[config.mk]
export PLATFORM = sky130hd
export DESIGN_NAME = fcr_ctrl
export DESIGN_NICKNAME = d
export VERILOG_FILES = /design/src/fcr_pkg.sv /design/src/fcr_ctrl.sv
export SDC_FILE = /design/constraint.sdc
export NUM_CORES = 1
export LEC_CHECK = 0
export BUFFER_PORTS_ARGS = -buffer_cell sky130_fd_sc_hd__clkbuf_2
export CORE_MARGIN = 2
export CORE_UTILIZATION = 25
export CTS_CLUSTER_DIAMETER = 120
export DETAILED_ROUTE_END_ITERATION = 8
export SLEW_MARGIN = 20
export SYNTH_ARGS = -nofsm -noshare
export SYNTH_HDL_FRONTEND = slang
export SYNTH_SLANG_ARGS = --single-unit
[constraint.sdc]
create_clock -name clk -period 2.1 [get_ports clk]
set_clock_uncertainty 0.05 [all_clocks]
set_input_delay 0.42 -clock clk [delete_from_list [all_inputs] [get_ports clk]]
set_output_delay 0.42 -clock clk [all_outputs]
set_load 0.03 [all_outputs]
[src/fcr_pkg.sv]
// Shared types and codes for the circular FIFO with reverse.
package fcr_pkg;

  localparam int OPCODE_W = 2;
  localparam int VALUE_W  = 32;
  localparam int COUNT_W  = 5;
  localparam int STATUS_W = 2;

  typedef enum logic [OPCODE_W-1:0] {
    OP_PUSH    = 2'd0,
    OP_POP     = 2'd1,
    OP_REVERSE = 2'd2,
    OP_QUERY   = 2'd3
  } op_t;

  typedef enum logic [STATUS_W-1:0] {
    ST_OK        = 2'd0,
    ST_POP_EMPTY = 2'd1,
    ST_PUSH_FULL = 2'd2
  } status_t;

  typedef struct packed {
    logic accept;
    logic swap_rd;
    logic swap_wlo;
    logic swap_whi;
    logic load_out;
  } fcr_cmd_t;

  typedef struct packed {
    logic rev_go;
    logic last_pair;
  } fcr_stat_t;

endpackage

[src/fcr_ctrl.sv]
// Controller: sequences request handling, swap passes and result load.
module fcr_ctrl
  import fcr_pkg::*;
(
  input  logic      clk,
  input  logic      rst_n,
  input  logic      in_valid,
  output logic      in_ready,
  output logic      out_valid,
  input  logic      out_ready,
  input  fcr_stat_t stat,
  output fcr_cmd_t  cmd
);

  typedef enum logic [5:0] {
    S_IDLE  = 6'b000001,
    S_SRD   = 6'b000010,
    S_SWLO  = 6'b000100,
    S_SWHI  = 6'b001000,
    S_FRONT = 6'b010000,
    S_RESP  = 6'b100000
  } state_t;

  state_t state_r, state_nxt;
  logic   out_valid_r, out_valid_nxt;
  logic   can_load;

  assign can_load = !out_valid_r || out_ready;

  always_comb begin
    cmd          = '0;
    state_nxt    = state_r;
    cmd.accept   = (state_r == S_IDLE) && in_valid;
    cmd.swap_rd  = (state_r == S_SRD);
    cmd.swap_wlo = (state_r == S_SWLO);
    cmd.swap_whi = (state_r == S_SWHI);
    cmd.load_out = (state_r == S_RESP) && can_load;
    unique case (state_r)
      S_IDLE: begin
        if (in_valid) begin
          state_nxt = stat.rev_go ? S_SRD : S_FRONT;
        end
      end
      S_SRD:   state_nxt = S_SWLO;
      S_SWLO:  state_nxt = S_SWHI;
      S_SWHI:  state_nxt = stat.last_pair ? S_FRONT : S_SRD;
      S_FRONT: state_nxt = S_RESP;
      S_RESP: begin
        if (can_load) begin
          state_nxt = S_IDLE;
        end
      end
      default: state_nxt = S_IDLE;
    endcase
  end

  always_comb begin
    out_valid_nxt = out_valid_r;
    if (cmd.load_out) begin
      out_valid_nxt = 1'b1;
    end else if (out_ready) begin
      out_valid_nxt = 1'b0;
    end
  end

  always_ff @(posedge clk) begin
    if (!rst_n) begin
      state_r     <= S_IDLE;
      out_valid_r <= 1'b0;
    end else begin
      state_r     <= state_nxt;
      out_valid_r <= out_valid_nxt;
    end
  end

  assign in_ready  = (state_r == S_IDLE);
  assign out_valid = out_valid_r;

endmodule

Word-level counts from Yosys, hierarchy flattened
Index checks and enable logic that the tools add are counted.
{"block": "totals", "output_inout_bits": 7, "wordCells": 23, "ff_bits": 7}
{"block": "op_classes", "reduce_logical": 6, "n_mux": 7, "eq_ne": 8}
{"op": "6-bit one-hot mux with 6 select lines", "n": 1}
{"op": "6-bit 2-to-1 mux", "n": 2}
{"op": "5-bit 2-to-1 mux", "n": 2}
{"op": "6-bit by 1-bit == test with 1-bit output (second input constant)", "n": 1}
{"op": "6-bit by 2-bit == test with 1-bit output (second input constant)", "n": 1}
{"op": "6-bit by 3-bit == test with 1-bit output (second input constant)", "n": 1}
{"op": "6-bit by 4-bit == test with 1-bit output (second input constant)", "n": 1}
{"op": "6-bit by 5-bit == test with 1-bit output (second input constant)", "n": 1}
{"op": "6-bit == test (second input constant)", "n": 1}
{"op": "2-bit inequality test (second input constant)", "n": 2}
{"op": "1-bit logical AND", "n": 2}
{"op": "1-bit 2-to-1 mux", "n": 2}
{"op": "2-bit AND reduction", "n": 1}
{"op": "2-bit nonzero test", "n": 1}
{"op": "1-bit logical NOT", "n": 1}
{"op": "1-bit logical OR", "n": 1}

Longest topological paths before layout
Gate-level depths: netlist of the first run.
{"block": "logic_depth", "ltp_word": 4, "ltp_mapped": 5}

Worst setup path after synthesis of the first run
Ideal clock, no wire load.
{"block": "synth_timing", "path_type": "register -> output", "from": "register state_r[3]", "to": "output cmd[4] (netlist name)", "t_required_ns": 1.630, "arrival_time_ns": 1.891, "slack_ns": -0.261, "path_stages_with_launch": 6, "cell_sequence": "dfxtp_1 > buf_6 > or4_1 > buf_2 > nor2_1 > and2_1"}
{"item": "from (decl)", "line": "fcr_ctrl.sv:24", "text": "state_t state_r, state_nxt;"}
{"item": "from (signal assigned)", "line": "fcr_ctrl.sv:71", "text": "state_r <= state_nxt;"}
{"item": "to (decl)", "line": "fcr_ctrl.sv:12", "text": "output fcr_cmd_t cmd"}

==> flow_summary.json, run 1 <==
{
  "status": "finished clean",
  "fillCellCount": 186,
  "clock-root-buffer": "clkbuf_4",
  "hold_depth": 2,
  "hold_violations": 0,
  "synth_cell_types": 30,
  "die_w_um": 45.9,
  "use_met2_pct": 13.9,
  "relSlewSlack_pct": 67.6,
  "globalplace.congestion": 0.749,
  "cap_viol_max_count": 0,
  "netlist.area_leader.share_pct": 32.0,
  "synth_common_cells": "dfxtp_1, nor2_1, nor3_1, nor4_1",
  "grt_pass1_vias": 348,
  "drc": 0,
  "start_util_pct": 25.9,
  "antenna_cells": 0,
  "fp.coreArea_sq_um": 1690,
  "cts_num_sinks": 7,
  "critPathRequiredTime_ns": 1.63,
  "synth.most_common_cell": "dfxtp_1",
  "hold_path_class": "in -> reg",
  "placed_cells": 76,
  "cts_setup_buffers": 0,
  "fp-row-count": 15,
  "min_to": "state_r[5]",
  "synth_area_leader_cell": "dfxtp_1",
  "rrSetupSlack_ns": 0.36,
  "worstMarginPinSlew_ns": 0.482,
  "syn_inst": 49,
  "r2r_start": "state_r[1]",
  "cts_buffers": 3,
  "async_flop_share_pct": 0,
  "wl_um": 911,
  "p_per_area_nw_per_um2": 763,
  "dieArea_sq_um": 2100,
  "ctsLongestPathBuffers": 2,
  "grt_first_pass_wirelength_um": 1450,
  "multi_input_area_sq_um": 283,
  "r2r-end": "state_r[3]",
  "syn_avg_cell_area_sq_um": 8.94,
  "pre_cts_ws_ns": 0.206,
  "worst_ep_arrival_time_ns": 1.57,
  "dr.pass1.iters": 4,
  "drive_above_1_share_pct": 46.0,
  "crit_type": "reg -> out",
  "synthTopCellsByArea": "dfxtp_1, nor3_1, or4b_2",
  "ys_ff_latch": 7,
  "leakage_uw": 0.000231,
  "grt_use_met3_pct": 3.57,
  "hold_start": "rst_n",
  "fin_ws_ns": 0.0625,
  "h-tree-depth": 1,
  "yosys_most_used_dff": "dfxtp_1",
  "nets": 70,
  "vias": 421,
  "setup_viol": 0,
  "vias_per_cell": 5.26,
  "slew_viol_final": 0,
  "p_total_uw": 442,
  "final-instance-count-excl-fill": 80,
  "finalCritPeriodShare_pct": 97.0,
  "dp_hpwl_um": 711,
  "ios": 13,
  "cts_tree": "built",
  "crit_path_end_kind": "output port",
  "grt_start_max_net_pins": 10,
  "yosys_warnings": 0,
  "overflow": 0,
  "portBuffers": 12,
  "ys_seq_area_share_pct": 32.0,
  "insertion_delay_ns": 0.25,
  "clk_pin_slew_ns": 0.05,
  "register_area_sq_um": 143,
  "wl_per_cell_um": 11.4,
  "fin_crit_ns": 2.04,
  "antenna_found_initial": 0,
  "synth-edff-count": 0,
  "fp.dieH_um": 45.9,
  "grt.total_usage_pct": 10.0,
  "fmax_mhz": 491,
  "vdd_drop_max_uv": 392,
  "grtUsageMet1_pct": 12.8,
  "synth.cell_area_sq_um": 438,
  "start_kind": "flop",
  "syn_nets": 55,
  "postRouteAntennaNets": 0,
  "syn_to_final_growth_pct": 32.3,
  "grt-busiest-layer": "met2",
  "critPathMaxFanout": 6,
  "reg2reg_depth": 4,
  "drt-initial-drc-count": 9,
  "rsz0062_at_grt": "false"
}
[power breakdown]
part | switching, uW | leakage [uW] | internal (uW)
Clock | 49.7 | 0.0000150 | 72.5
Combinational | 88.7 | 0.000159 | 66.2
Sequential | 18.0 | 0.0000571 | 147
[layout by cell type, fill, tap and decap left out, types with 2 or more instances in the layout]
cell / Yosys / layout
clkbuf_4: 0 / 4
or4b_4: 0 / 2
clkbuf_8: 0 / 2
nor4_1: 3 / 3
nor3_2: 0 / 2
nand2b_1: 2 / 2
dfxtp_2: 0 / 2
buf_4: 2 / 3
nor3_1: 4 / 2
clkbuf_2: 0 / 9
nor2_1: 4 / 3
dfxtp_1: 7 / 5
[worst max-delay path, stage by stage, from the launching register on]
cell and delay (ns):
dfxtp_1 0.34, or4_4 0.51, nor2_2 0.14, and2_2 0.15, clkbuf_4 0.17
[cell type report]
type                            count  area share, %
Clock buffer                        4           4.54
Sequential cell                     7           24.6
Timing Repair Buffer               15           17.7
Multi-Input combinational cell     36           48.8
Inverter                            1          0.648
Tap cell                           17           3.67
[logic make-up (layout without fill, tap and decap cells)]
| family | after synthesis | in the layout | share of synthesized area (%) |
|---|---|---|---|
| compound gates | 10 | 10 | 19.7 |
| xor+xnor | 1 | 1 | 2.00 |
| buf+inv | 6 | 20 | 9.14 |
| flops | 7 | 7 | 32.0 |
| simple gates | 25 | 25 | 37.1 |
[sequential cells by signal, indices dropped and copies added, names as in the netlist]
name	cells
out_valid	1
state_r	6
[metrics by stage]
stage / utilization, % / area (sq um) / hold WS [ns] / TNS, ns
floorplan: - / 447 / 0.463 / -0.0472
finish: 34.3 / 579 / 0.385 / 0
CTS: 33.9 / 573 / 0.387 / -0.000159
detailed placement: 30.4 / 514 / 0.507 / 0
global placement: 30.4 / 514 / 0.487 / 0
global route: 34.3 / 579 / 0.397 / 0
[metal layers]
metal | vias to the layer above | wire (um) | part of all wire [%]
met4 | 0 | 23 | 2.5
met2 | 8 | 405 | 44
li1 | 218 | - | -
met5 | - | 0 | 0
met1 | 193 | 444 | 49
met3 | 2 | 38 | 4.2
[repair_timing]
action | CTS | global route
pin swaps | 0 | 0
hold buffers | 0 | 0
resized for setup | 9 | 3
endpoints found under the setup margin | 2 | 1
[worst max-delay path by stage]
stage / startpoint / cells past startpoint / end
3_3_place_gp: state_r[4] / 3 / cmd[2]
5_1_grt: state_r[1] / 4 / cmd[4]
3_5_place_dp: state_r[4] / 3 / cmd[2]
6_report: state_r[1] / 4 / cmd[4]
2_1_floorplan: state_r[5] / 5 / cmd[4]
4_1_cts: state_r[1] / 4 / cmd[4]
(Power assumes the default switching activity.)
==> run 2, diff against run 1 <==
==> constraint.sdc (replaced) <==
create_clock -name clk -period 1.68 [get_ports clk]
set_clock_uncertainty 0.05 [all_clocks]
set_input_delay 0.336 -clock clk [delete_from_list [all_inputs] [get_ports clk]]
set_output_delay 0.336 -clock clk [all_outputs]
set_load 0.03 [all_outputs]
==> run 2 against run 1 <==
Effect of this change: the run now ends with setup timing left; register-to-register slack lost 0.36 ns; sequential share of layout area is 6.5 points lower; sequential cell count is the same; first-iteration DRC count decreased by 22%; critical path depth did not move; clock-buffer cell count unchanged; hold slack worse by 0.066 ns.
==> flow_summary.json, run 2 (same netlist as run 1, synthesis figures left out) <==
{
  "status": "finished, violations left",
  "failed_checks": "setup timing",
  "crit_slowest_cell": "or4_4",
  "p_per_area_nw_per_um2": 928,
  "slowest_delay_ns": 0.52,
  "ctsHoldBuffers": 0,
  "dieArea_sq_um": 2100,
  "fp-row-count": 15,
  "drt-initial-drc-count": 7,
  "vias": 514,
  "largest-register": "state_r",
  "finalCritPeriodShare_pct": 113,
  "reg2reg_depth": 5,
  "rsz0062_at_grt": "true",
  "fp.dieH_um": 45.9,
  "r2r-end": "state_r[0]",
  "clock-root-buffer": "clkbuf_4",
  "h-tree-depth": 1,
  "rrSetupSlack_ns": 0,
  "wl_um": 1480,
  "grt_pass1_vias": 520,
  "crit_start": "state_r[1]",
  "final_cell_mix": "buf_4, clkbuf_2, buf_6, dfxtp_2",
  "grt_start_max_net_pins": 10,
  "wl_per_cell_um": 15.9,
  "syn_to_final_growth_pct": 83.1,
  "fp.coreArea_sq_um": 1690,
  "drive_above_1_share_pct": 67.1,
  "largest_register_ffs": 6,
  "crit_path_end_kind": "output port",
  "cap_viol_max_count": 0,
  "leakage_uw": 0.000312,
  "setup_viol": 6,
  "clk_pin_slew_ns": 0.06,
  "worstMarginPinSlew_ns": 0.516,
  "antenna_found_initial": 0,
  "cts_tree": "built",
  "insertion_delay_ns": 0.26,
  "register_area_sq_um": 145,
  "crit_type": "reg -> out",
  "dr.pass1.iters": 4,
  "ctsLongestPathBuffers": 2,
  "ios": 13,
  "dp_hpwl_um": 904,
  "cp_top_family": "simple AND/OR/NAND/NOR gates",
  "die_w_um": 45.9,
  "fin_crit_ns": 1.90,
  "worst_ep_arrival_time_ns": 1.51,
  "fin_ws_ns": -0.218,
  "fillCellCount": 164,
  "grt.total_usage_pct": 15.9,
  "grt_first_pass_wirelength_um": 2330,
  "antenna_cells": 0,
  "multi_input_area_sq_um": 360,
  "overflow": 0,
  "vias_per_cell": 5.53,
  "final-instance-count-excl-fill": 93,
  "p_total_uw": 744,
  "start_util_pct": 25.9,
  "hold_violations": 0,
  "path_buf_inv": 1,
  "critPathCapture": "cmd[4]",
  "critPathMaxFanout": 5,
  "nets": 83,
  "postRouteAntennaNets": 0,
  "hold_path_class": "in -> reg",
  "path_cells": "or4_4 -> nor2_4 -> and2_4 -> buf_8",
  "vdd_drop_max_uv": 538,
  "start_kind": "flop",
  "globalplace.congestion": 0.752,
  "path_depth": 4,
  "cts_buffers": 3,
  "relSlewSlack_pct": 65.1,
  "r2r_start": "state_r[1]",
  "pre_cts_ws_ns": -0.0643,
  "critPathRequiredTime_ns": 1.29,
  "fmax_mhz": 527,
  "placed_cells": 87,
  "mostFrequentLayoutCell": "buf_4",
  "portBuffers": 12,
  "slew_viol_final": 0,
  "drc": 0,
  "cts_num_sinks": 7
}
## run 2: changes by cell type in the layout (fill, tap and decap cells not counted), sizes merged
cell | before | now
buf | 3 | 20
clkbuf | 16 | 12
## run 2: layer usage
| metal | wire length (um) | global-route usage, % | vias to the layer above |
|---|---|---|---|
| met4 | 22 | 6.86 | 0 |
| met1 | 587 | 18.7 | 253 |
| met3 | 45 | 1.59 | 3 |
| li1 | - | - | 243 |
| met5 | 0 | 0 | - |
| met2 | 827 | 28.6 | 15 |
## run 2: metrics by stage
step	instance area [sq um]	utilization, %	hold slack [ns]	setup TNS (ns)
final	802	47.5	0.319	-1.05
after global routing	802	47.5	0.328	-1.34
after CTS	781	46.2	0.310	-1.23
after detailed placement	609	36.1	0.490	-0.192
after global placement	609	36.1	0.482	-0.102
after floorplan	472	-	0.404	-0.462
## run 2: how the worst min path moves through the flow
stage	from	to	slack (ns)	cells after the start
2_1_floorplan	rst_n	state_r[5]	0.40	1
3_3_place_gp	out_valid	out_valid	0.48	2
3_5_place_dp	out_valid	out_valid	0.49	2
4_1_cts	rst_n	state_r[5]	0.31	2
5_1_grt	rst_n	state_r[5]	0.33	2
6_report	rst_n	out_valid	0.32	2
## run 2: timing repair
item	4_1_cts	5_1_grt
pin swaps	7	4
setup endpoints to repair	6	12
setup buffers	4	0
gates resized for setup	28	12
## run 2: area by class of cell
class                   count  area share, %
clock buffers               4           3.28
inverters                   1          0.468
flip-flops and latches      7           18.1
well taps                  17           2.65
multi-input cells          36           44.9
repair buffers             28           30.6
## run 2: power breakdown
part	switching [uW]	internal, uW	total [uW]
combinational	179	198	377
sequential	18.2	184	202
clock	73.2	91.3	165
