### src/fcr_pkg.sv
// Shared types and codes for the circular FIFO with reverse.
package fcr_pkg;

  localparam int OPCODE_W = 2;
  localparam int VALUE_W  = 32;
  localparam int COUNT_W  = 5;
  localparam int STATUS_W = 2;

  typedef enum logic [OPCODE_W-1:0] {
    OP_PUSH    = 2'd0,
    OP_POP     = 2'd1,
    OP_REVERSE = 2'd2,
    OP_QUERY   = 2'd3
  } op_t;

  typedef enum logic [STATUS_W-1:0] {
    ST_OK        = 2'd0,
    ST_POP_EMPTY = 2'd1,
    ST_PUSH_FULL = 2'd2
  } status_t;

  typedef struct packed {
    logic accept;
    logic swap_rd;
    logic swap_wlo;
    logic swap_whi;
    logic load_out;
  } fcr_cmd_t;

  typedef struct packed {
    logic rev_go;
    logic last_pair;
  } fcr_stat_t;

endpackage

### src/fcr_ram.sv
// Generic RAM: one write port, two registered read ports.
module fcr_ram #(
  parameter int WIDTH = 32,
  parameter int DEPTH = 16
) (
  input  logic                     clk,
  input  logic                     we,
  input  logic [$clog2(DEPTH)-1:0] waddr,
  input  logic [WIDTH-1:0]         wdata,
  input  logic [$clog2(DEPTH)-1:0] raddr_a,
  input  logic [$clog2(DEPTH)-1:0] raddr_b,
  output logic [WIDTH-1:0]         rdata_a,
  output logic [WIDTH-1:0]         rdata_b
);

  logic [WIDTH-1:0] mem [DEPTH];

  always_ff @(posedge clk) begin
    if (we) begin
      mem[waddr] <= wdata;
    end
    rdata_a <= mem[raddr_a];
    rdata_b <= mem[raddr_b];
  end

endmodule

### src/fcr_datapath.sv
// Datapath: ring pointers, count, slot RAM, swap registers and result register.
module fcr_datapath
  import fcr_pkg::*;
#(
  parameter int DEPTH      = 16,
  parameter int WORD_WIDTH = 32
) (
  input  logic                clk,
  input  logic                rst_n,
  input  fcr_cmd_t            cmd,
  output fcr_stat_t           stat,
  input  logic [OPCODE_W-1:0] in_opcode,
  input  logic [VALUE_W-1:0]  in_push_value,
  output logic [VALUE_W-1:0]  out_front_value,
  output logic                out_front_valid,
  output logic [COUNT_W-1:0]  out_entry_count,
  output logic                out_is_empty,
  output logic                out_is_full,
  output logic [STATUS_W-1:0] out_status
);

  localparam int AW = $clog2(DEPTH);
  localparam int CW = $clog2(DEPTH + 1);
  localparam int PW = CW - 1;
  localparam logic [AW-1:0] LAST_IDX = AW'(DEPTH - 1);

  function automatic logic [AW-1:0] ring_next(input logic [AW-1:0] p);
    return (p == LAST_IDX) ? '0 : p + 1'b1;
  endfunction

  function automatic logic [AW-1:0] ring_prev(input logic [AW-1:0] p);
    return (p == '0) ? LAST_IDX : p - 1'b1;
  endfunction

  logic [AW-1:0]     head_r, head_nxt, tail_r, tail_nxt;
  logic [AW-1:0]     lo_r, lo_nxt, hi_r, hi_nxt;
  logic [CW-1:0]     count_r, count_nxt;
  logic [PW-1:0]     pairs_r, pairs_nxt;
  status_t           status_r, status_nxt;
  logic [WORD_WIDTH-1:0] tmp_r;
  op_t               op;
  logic              empty, full;

  logic                  we;
  logic [AW-1:0]         waddr, raddr_a;
  logic [WORD_WIDTH-1:0] wdata, rdata_a, rdata_b;
  logic [63:0]           rd64;

  assign op    = op_t'(in_opcode);
  assign empty = (count_r == '0);
  assign full  = (count_r == CW'(DEPTH));

  assign stat.rev_go    = (op == OP_REVERSE) && (count_r > CW'(1));
  assign stat.last_pair = (pairs_r == PW'(1));

  always_comb begin
    head_nxt   = head_r;
    tail_nxt   = tail_r;
    count_nxt  = count_r;
    status_nxt = status_r;
    lo_nxt     = lo_r;
    hi_nxt     = hi_r;
    pairs_nxt  = pairs_r;
    we         = 1'b0;
    waddr      = tail_r;
    wdata      = WORD_WIDTH'(in_push_value);
    if (cmd.accept) begin
      status_nxt = ST_OK;
      lo_nxt     = head_r;
      hi_nxt     = tail_r;
      pairs_nxt  = count_r[CW-1:1];
      unique case (op)
        OP_PUSH: begin
          if (full) begin
            status_nxt = ST_PUSH_FULL;
          end else begin
            tail_nxt  = ring_next(tail_r);
            count_nxt = count_r + 1'b1;
            we        = 1'b1;
            waddr     = ring_next(tail_r);
          end
        end
        OP_POP: begin
          if (empty) begin
            status_nxt = ST_POP_EMPTY;
          end else begin
            head_nxt  = ring_next(head_r);
            count_nxt = count_r - 1'b1;
          end
        end
        OP_REVERSE, OP_QUERY: begin
        end
        default: begin
        end
      endcase
    end
    if (cmd.swap_wlo) begin
      we    = 1'b1;
      waddr = lo_r;
      wdata = rdata_b;
    end
    if (cmd.swap_whi) begin
      we        = 1'b1;
      waddr     = hi_r;
      wdata     = tmp_r;
      lo_nxt    = ring_next(lo_r);
      hi_nxt    = ring_prev(hi_r);
      pairs_nxt = pairs_r - 1'b1;
    end
  end

  assign raddr_a = (cmd.swap_rd || cmd.swap_wlo) ? lo_r : head_r;

  fcr_ram #(
    .WIDTH (WORD_WIDTH),
    .DEPTH (DEPTH)
  ) u_ram (
    .clk     (clk),
    .we      (we),
    .waddr   (waddr),
    .wdata   (wdata),
    .raddr_a (raddr_a),
    .raddr_b (hi_r),
    .rdata_a (rdata_a),
    .rdata_b (rdata_b)
  );

  assign rd64 = 64'(rdata_a);

  always_ff @(posedge clk) begin
    if (!rst_n) begin
      head_r   <= AW'(1);
      tail_r   <= '0;
      count_r  <= '0;
      status_r <= ST_OK;
    end else begin
      head_r   <= head_nxt;
      tail_r   <= tail_nxt;
      count_r  <= count_nxt;
      status_r <= status_nxt;
    end
  end

  always_ff @(posedge clk) begin
    lo_r    <= lo_nxt;
    hi_r    <= hi_nxt;
    pairs_r <= pairs_nxt;
    if (cmd.swap_wlo) begin
      tmp_r <= rdata_a;
    end
    if (cmd.load_out) begin
      out_front_value <= empty ? '0 : rd64[VALUE_W-1:0];
      out_front_valid <= !empty;
      out_entry_count <= COUNT_W'(count_r);
      out_is_empty    <= empty;
      out_is_full     <= full;
      out_status      <= status_r;
    end
  end

endmodule

### config.mk
export PLATFORM = sky130hd
export DESIGN_NAME = fcr_datapath
export DESIGN_NICKNAME = d
export VERILOG_FILES = /design/src/fcr_pkg.sv /design/src/fcr_ram.sv /design/src/fcr_datapath.sv
export SDC_FILE = /design/constraint.sdc
export NUM_CORES = 1
export LEC_CHECK = 0
export CORE_ASPECT_RATIO = 0.6
export CORE_MARGIN = 2
export CORE_UTILIZATION = 23
export CTS_CLUSTER_DIAMETER = 30
export DETAILED_ROUTE_END_ITERATION = 12
export DONT_BUFFER_PORTS = 1
export PLACE_DENSITY_LB_ADDON = 0.12
export SETUP_SLACK_MARGIN = 0.4
export SLEW_MARGIN = 25
export SYNTH_ARGS = -nofsm -noshare
export SYNTH_HDL_FRONTEND = slang
export SYNTH_SLANG_ARGS = --single-unit
### constraint.sdc
create_clock -name clk -period 4.2 [get_ports clk]
set_input_delay 0.21 -clock clk [delete_from_list [all_inputs] [get_ports clk]]
set_output_delay 0.21 -clock clk [all_outputs]
set_load 0.02 [all_outputs]
Word-level counts from Yosys, hierarchy flattened --
Memory sizes are Yosys's and may differ from the RTL's. A register that Yosys moved wholly into a read port is not among the register bits. Cells that the tools add are included. W data, S select, Z words.
Operators by class: magnitude comparators 1, multipliers 0, divide/modulo/power cells 0, reduce and logical (&&, ||, !) cells 10, $add $sub $neg 7, shift-type cells 0, multiplexer cells 31, bitwise logic cells 1, equal/unequal tests 9
Operators with widths (count):
- $mux W32 | 2
- $mux W4 | 16
- $add A4 B1 Y4 const B | 3
- $eq A4 B4 Y1 const B | 3
- $mux W5 | 2
- $pmux W5 S2 | 1
- $mux W1 | 8
- $sub A4 B1 Y4 const B | 2
- $add A5 B1 Y5 const B | 1
- $eq A5 B5 Y1 const B | 1
- $gt A5 B1 Y1 const B | 1
- $logic_not A5 Y1 | 1
- $sub A5 B1 Y5 const B | 1
- $eq A4 B1 Y1 const B | 1
- $logic_not A4 Y1 | 1
- $ne A2 B2 Y1 const B | 2
- $pmux W2 S2 | 1
- $reduce_and A4 Y1 | 1
- $reduce_bool A2 Y1 | 2
- $reduce_and A3 Y1 | 1
- $eq A2 B1 Y1 const B | 1
- $eq A2 B2 Y1 const B | 1
- $logic_not A2 Y1 | 1
- $mux W2 | 1
- other kinds (4) | 4
Word-level totals: latch bits 0, register bits after elaboration 101, memories kept 1, ROM bits 0, bits in writable memories 512, word-level logic and storage cells 74, input port bits 41, output and inout port bits 44
Memories:
- u_ram.mem | depth 16, width 32, read ports 2, clocked after memory_dff 2, wr ports 1, RTL line fcr_ram.sv:16 | logic [WIDTH-1:0] mem [DEPTH];

Depth between registers and ports, before layout --
depth in word-level cells 8, mapped depth 10, mapped depth without buffers 8

By module --
From an unflattened synthesis, not the netlist that was laid out.
Second synthesis, totals: cells, all modules 1536, area total of the unflattened synthesis 28930.2 um^2
By module, submodules not included:
- fcr_ram | cells an instance 1141, area an instance 24188.2 um^2, times used 1
- fcr_datapath | cells an instance 395, area an instance 4742.0 um^2, times used 1

Worst setup path before layout --
Ideal clock, no wire load.
path type register -> register, from register count_r[0], to memory u_ram.mem[12][0], enable pin, path buffers 0, stages on the path, launching flop included 9, path slack -333 ps, required time 3739 ps, arrival 4072 ps, clock period less this slack 4533 ps, cell sequence dfxtp_1 inv_1 ha_1 nand4bb_1 inv_2 or4_1 a21o_1 a2bb2oi_1 nor3_1
On the way: longest elaborated chain between the ends 8, elaborated cells on any way between the ends 13, those cells by class 1 x eq/ne; 12 x mux
Ends and longest elaborated chain:
- from (decl) | RTL line fcr_datapath.sv:37 | logic [CW-1:0] count_r, count_nxt;
- from (signal assigned) | RTL line fcr_datapath.sv:139 | count_r <= count_nxt;
- $eq A5 B5 Y1 * | RTL line fcr_datapath.sv:51 | assign full = (count_r == CW'(DEPTH));
- named net full | RTL line fcr_datapath.sv:42 | logic empty, full;
- $mux W1 | RTL line fcr_datapath.sv:74 | if (full) begin
- $mux W1 | RTL line fcr_datapath.sv:72 | unique case (op)
- $mux W1 | RTL line fcr_datapath.sv:67 | if (cmd.accept) begin
- $mux W1 | RTL line fcr_datapath.sv:97 | if (cmd.swap_wlo) begin
- $mux W1 | RTL line fcr_datapath.sv:102 | if (cmd.swap_whi) begin
- $mux W1 | RTL line fcr_ram.sv:19 | if (we) begin
- $mux W1 (not written as such) | RTL line fcr_ram.sv:20 | mem[waddr] <= wdata;
- to (decl) | RTL line fcr_ram.sv:16
Mark *: on every way through the listed nets, which the timed path passes. The rest lies on a longest branch.

Worst setup path in the final report --
from register count_r[0], to memory u_ram.mem[4][14], enable pin
The elaborated chain is that of the path after synthesis.

==> metrics.md <==
| Metric | Value |
|---|---|
| Setup CP Type | `flop to flop` |
| Die Area | `131,700 sq um` |
| Final worst path period share | `86.29%` |
| Worst-case clock buffer depth | `3` |
| Largest delay share family, worst path | `compound AO/OA/AOI/OAI gates` |
| Die width | `approximately 470 um` |
| Final Critical Period | `roughly 3600 ps` |
| Total gr overflow | `0` |
| Psw | `5.840 mW` |
| Metal3 WL | `roughly 7300 um` |
| Slew headroom | `around 27%` |
| Final setup vio count | `0` |
| Mapped Area | `around 30,000 sq um` |
| Maximum VDD drop | `roughly 0.43 mV` |
| Vias in the first global route | `between 15,000 and 20,000` |
| Total of max-cap violations | `0` |
| Clk_lat worst skew | `~740 ps` |
| Fmax | `approximately 280 MHz` |
| GRT Resource Usage Total | `15.46%` |
| DR DRC count | `0` |
| Design area | `between 30,000 and 40,000 sq um` |
| Synth warn | `0` |
| CP arrival | `4090 ps` |
| Power density cells | `roughly 590 nW/um^2` |
| Slowest cell on the critical path | `a2bb2oi_1` |
| Setup repair after global routing missed its margin | `false` |
| Final Non-Filler Cells | `3,736` |
| Routed WL | `slightly above 100,000 um` |
| Chip height | `282.0 um` |
| FF-to-FF Start | `count_r[0]$_SDFFE_PN0P_` |
| Required @ worst endpoint | `4670 ps` |
| 1st-pass router iterations | `6` |
| Ports | `between 80 and 90` |
| Initial antenna violation count | `5` |
| Total Power | `21.97 mW` |
| FF-to-FF End | `u_ram.mem[4][14]$_DFFE_PP_` |
| Root buffer cell | `clkbuf_16` |
| Avg Synthesized Cell Area | `16.59 sq um` |
| First-pass GRT wire length | `between 100,000 and 150,000 um` |
| Placed cell area | `between 30,000 and 40,000 sq um` |
| Area Growth Syn to Fin | `25.61%` |
| Syn nets | `~1,800` |
| Initial Util | `around a quarter` |
| Post-synth EDFFs | `between 500 and 600` |
| Internal power | `approximately 16 mW` |
| Worst setup EP type | `flop` |
| Hold Slack | `52.10 ps` |
| Final hold violation count | `0` |
| R2r worst-path depth | `9` |
| Fill cells | `12,600` |
| CP bufs+invs | `3` |
| Initial drt markers | `between 1,500 and 2,000` |
| Core area | `around 130,000 sq um` |
| Worst path cell trace | `inv_1 -> ha_1 -> nand4bb_1 -> inv_2 -> o21ai_1 -> a31oi_1 -> a2bb2oi_1 -> nor2_4 -> buf_4` |
| TritonCTS clock tree | `done` |
| Critical Path Source | `count_r[0]$_SDFFE_PN0P_` |
| Met1 wire length | `~50,000 um` |
| Seq/Total Area, Yosys | `approximately two thirds` |
| Hold crit path type | `input pin to flop` |
| TritonCTS buffer count | `roughly 140` |
| Leak Pwr | `roughly 12 nW` |
| Fraction of final layout cells sized beyond drive strength 1 | `28.50%` |
| Sequential power share | `38.3%` |
| Final worst setup slack | `between 500 and 600 ps` |
| Top Metal Used | `met4` |
| CTS H-tree depth | `4` |
| Placed Instances | `approximately 3,400` |
| Number of port buffers | `0` |
| Status | `finished clean` |
| Worst Setup EP | `u_ram.mem[4][14]$_DFFE_PP_` |
| Post-synthesis cell type count | `61` |
| Startpoint class of the critical path | `flop` |
| Clock tree sinks | `677` |
| Fin Clk Skew | `27.77 ps` |
| WL per Instance | `27.17 um` |
| Final Max Slew Viols | `0` |
| GP Congestion | `about 0.74` |
| Reg-to-reg slack, setup | `around 580 ps` |
| WP depth | `9` |
| Comb pwr share | `12.8%` |
| Sw frac | `a little over a quarter` |
| Slew @ Worst Pin | `1091 ps` |
| Place WS | `between 400 and 500 ps` |
| #FFs+latches synth | `~680` |
| Hpwl dp | `57,630 um` |
| Clk pin slew, worst setup/hold paths | `50 ps` |
| Post-Synthesis Cells | `roughly 1,800` |
| CP max stage delay | `~900 ps` |
| FFs w/ async S/R, synth | `0%` |
| Via count | `roughly 18,000` |
| Antenna viol nets, final | `0` |
| Met2 WL post-DR | `41,700 um` |
| Vias per inst | `4.776` |
| Pin count of the biggest net entering global routing | `96` |
| Clock power frac | `between 40% and 50%` |
| Core Rows | `roughly 100` |
| Fin nets | `1,970` |
| Ys flop type | `edfxtp_1` |
| CP max FO | `13` |
through the flow:
| stage | utilization [%] | TNS [ps] |
|---|---|---|
| 2_1_floorplan | - | -31420 |
| 3_3_place_gp | 25.33 | 0 |
| 3_5_place_dp | 25.33 | 0 |
| 4_1_cts | 29.24 | 0 |
| 5_1_grt | 29.26 | 0 |
| 6_report | 29.26 | 0 |
worst min path at each step:
stage / startpoint / to / slack [ps] / cells after the start
after floorplan: cmd[0] / out_entry_count[0]$_DFFE_PP_ / 320 / 0
after global placement: rst_n / head_r[0]$_SDFFE_PN1P_ / 280 / 1
after detailed placement: rst_n / head_r[0]$_SDFFE_PN1P_ / 280 / 1
after CTS: in_push_value[3] / u_ram.mem[4][3]$_DFFE_PP_ / 1 / 3
after global routing: in_push_value[3] / u_ram.mem[15][3]$_DFFE_PP_ / 60 / 3
final: in_push_value[1] / u_ram.mem[3][1]$_DFFE_PP_ / 50 / 3
cell type report:
cell class / count / area [sq um] / area share (%)
sequential: 677 / 19540 / 52.52
multi-input combinational: 964 / 9668 / 25.99
clock buffer: 173 / 3697 / 9.939
tap: 1699 / 2126 / 5.715
timing repair buffer: 127 / 1241 / 3.337
clock inverter: 83 / 882.1 / 2.371
inverter: 11 / 41.29 / 0.1110
antenna: 2 / 5.005 / 0.01345
cell families (layout without fill, tap and decap cells):
| family | Yosys count | after routing | share of synthesized area, % |
|---|---|---|---|
| compound gates | 222 | 222 | 5.526 |
| xor+xnor | 11 | 11 | 0.3253 |
| fa+ha+maj | 11 | 11 | 0.4647 |
| buf+inv | 144 | 394 | 2.159 |
| flops | 677 | 677 | 65.98 |
| mux | 266 | 266 | 18.49 |
| other cells | 0 | 2 | 0 |
| simple gates | 454 | 454 | 7.056 |
registers in the layout, summed over array words and instances, names as in the netlist, 2 cells and up:
name / flops
u_ram.mem: 512
u_ram.rdata_b: 32
tmp_r: 32
lo_r: 4
u_ram.rdata_a: 32
head_r: 4
status_r: 2
out_entry_count: 5
pairs_r: 4
tail_r: 4
hi_r: 4
out_front_value: 32
count_r: 5
out_status: 2
cells in the mapped netlist (3+ instances only):
master	number	area (sq um)
a211oi_1	32	240.2
mux2i_1	36	360.4
dfxtp_1	79	1582
nor2b_1	37	231.5
o21ai_0	37	185.2
nor3_1	8	40.04
buf_2	24	120.1
a31oi_1	39	244.0
nand3_1	72	360.4
buf_1	12	45.04
nor3b_1	3	22.52
a22o_1	33	289.0
and2_1	8	50.05
a21oi_1	13	65.06
xnor2_1	9	78.83
nand3b_1	3	22.52
inv_1	9	33.78
a21boi_0	3	22.52
o21a_1	3	22.52
a41o_1	32	320.3
mux2_2	5	56.30
nand2_1	243	912.1
nor2_1	33	123.9
buf_6	6	67.56
and3_1	33	206.5
o21ai_1	3	15.01
mux4_2	224	5045
edfxtp_1	598	17960
ha_1	11	137.6
clkbuf_1	88	330.3
o31ai_1	4	30.03
a311oi_1	5	43.79
layout by cell type (no fill, tap or decap), types with 32 or more instances in the layout:
cell / n
mux2i_1: 35
clkbuf_16: 140
and3_1: 33
a22o_1: 33
a41o_1: 32
a31oi_1: 38
a211oi_1: 32
nand3_1: 72
mux4_2: 224
edfxtp_1: 598
dfxtp_1: 79
buf_4: 81
nand2_1: 243
nor2b_1: 36
o21ai_0: 35
metal layers:
metal / vias up / global-route usage, %
li1: 7554 / -
met1: 9433 / 23.38
met2: 700 / 21.17
met3: 155 / 3.859
met4: 0 / 5.219
met5: - / 0
repair_timing:
action / 4_1_cts / 5_1_grt
buffers inserted: 0 / 2
endpoints found under the setup margin: 0 / 110
hold endpoints to repair: 609 / 0
gates resized for setup: 0 / 2
hold buffers: 34 / 0
power by group through the flow:
stage               logic, mW  registers, mW  clock network (mW)
finish                   2.82           8.42                10.7
global route             3.05           8.47                11.3
CTS                      2.88           8.43                11.0
detailed placement       2.78           8.54                   0
global placement         2.77           8.54                   0
floorplan                1.69           8.44                   0
worst min-delay path: stages:
cell and delay (ps):
mux2i_1 40, o21ai_0 170, buf_4 220
No activity file was read; power rests on OpenSTA's default activity.
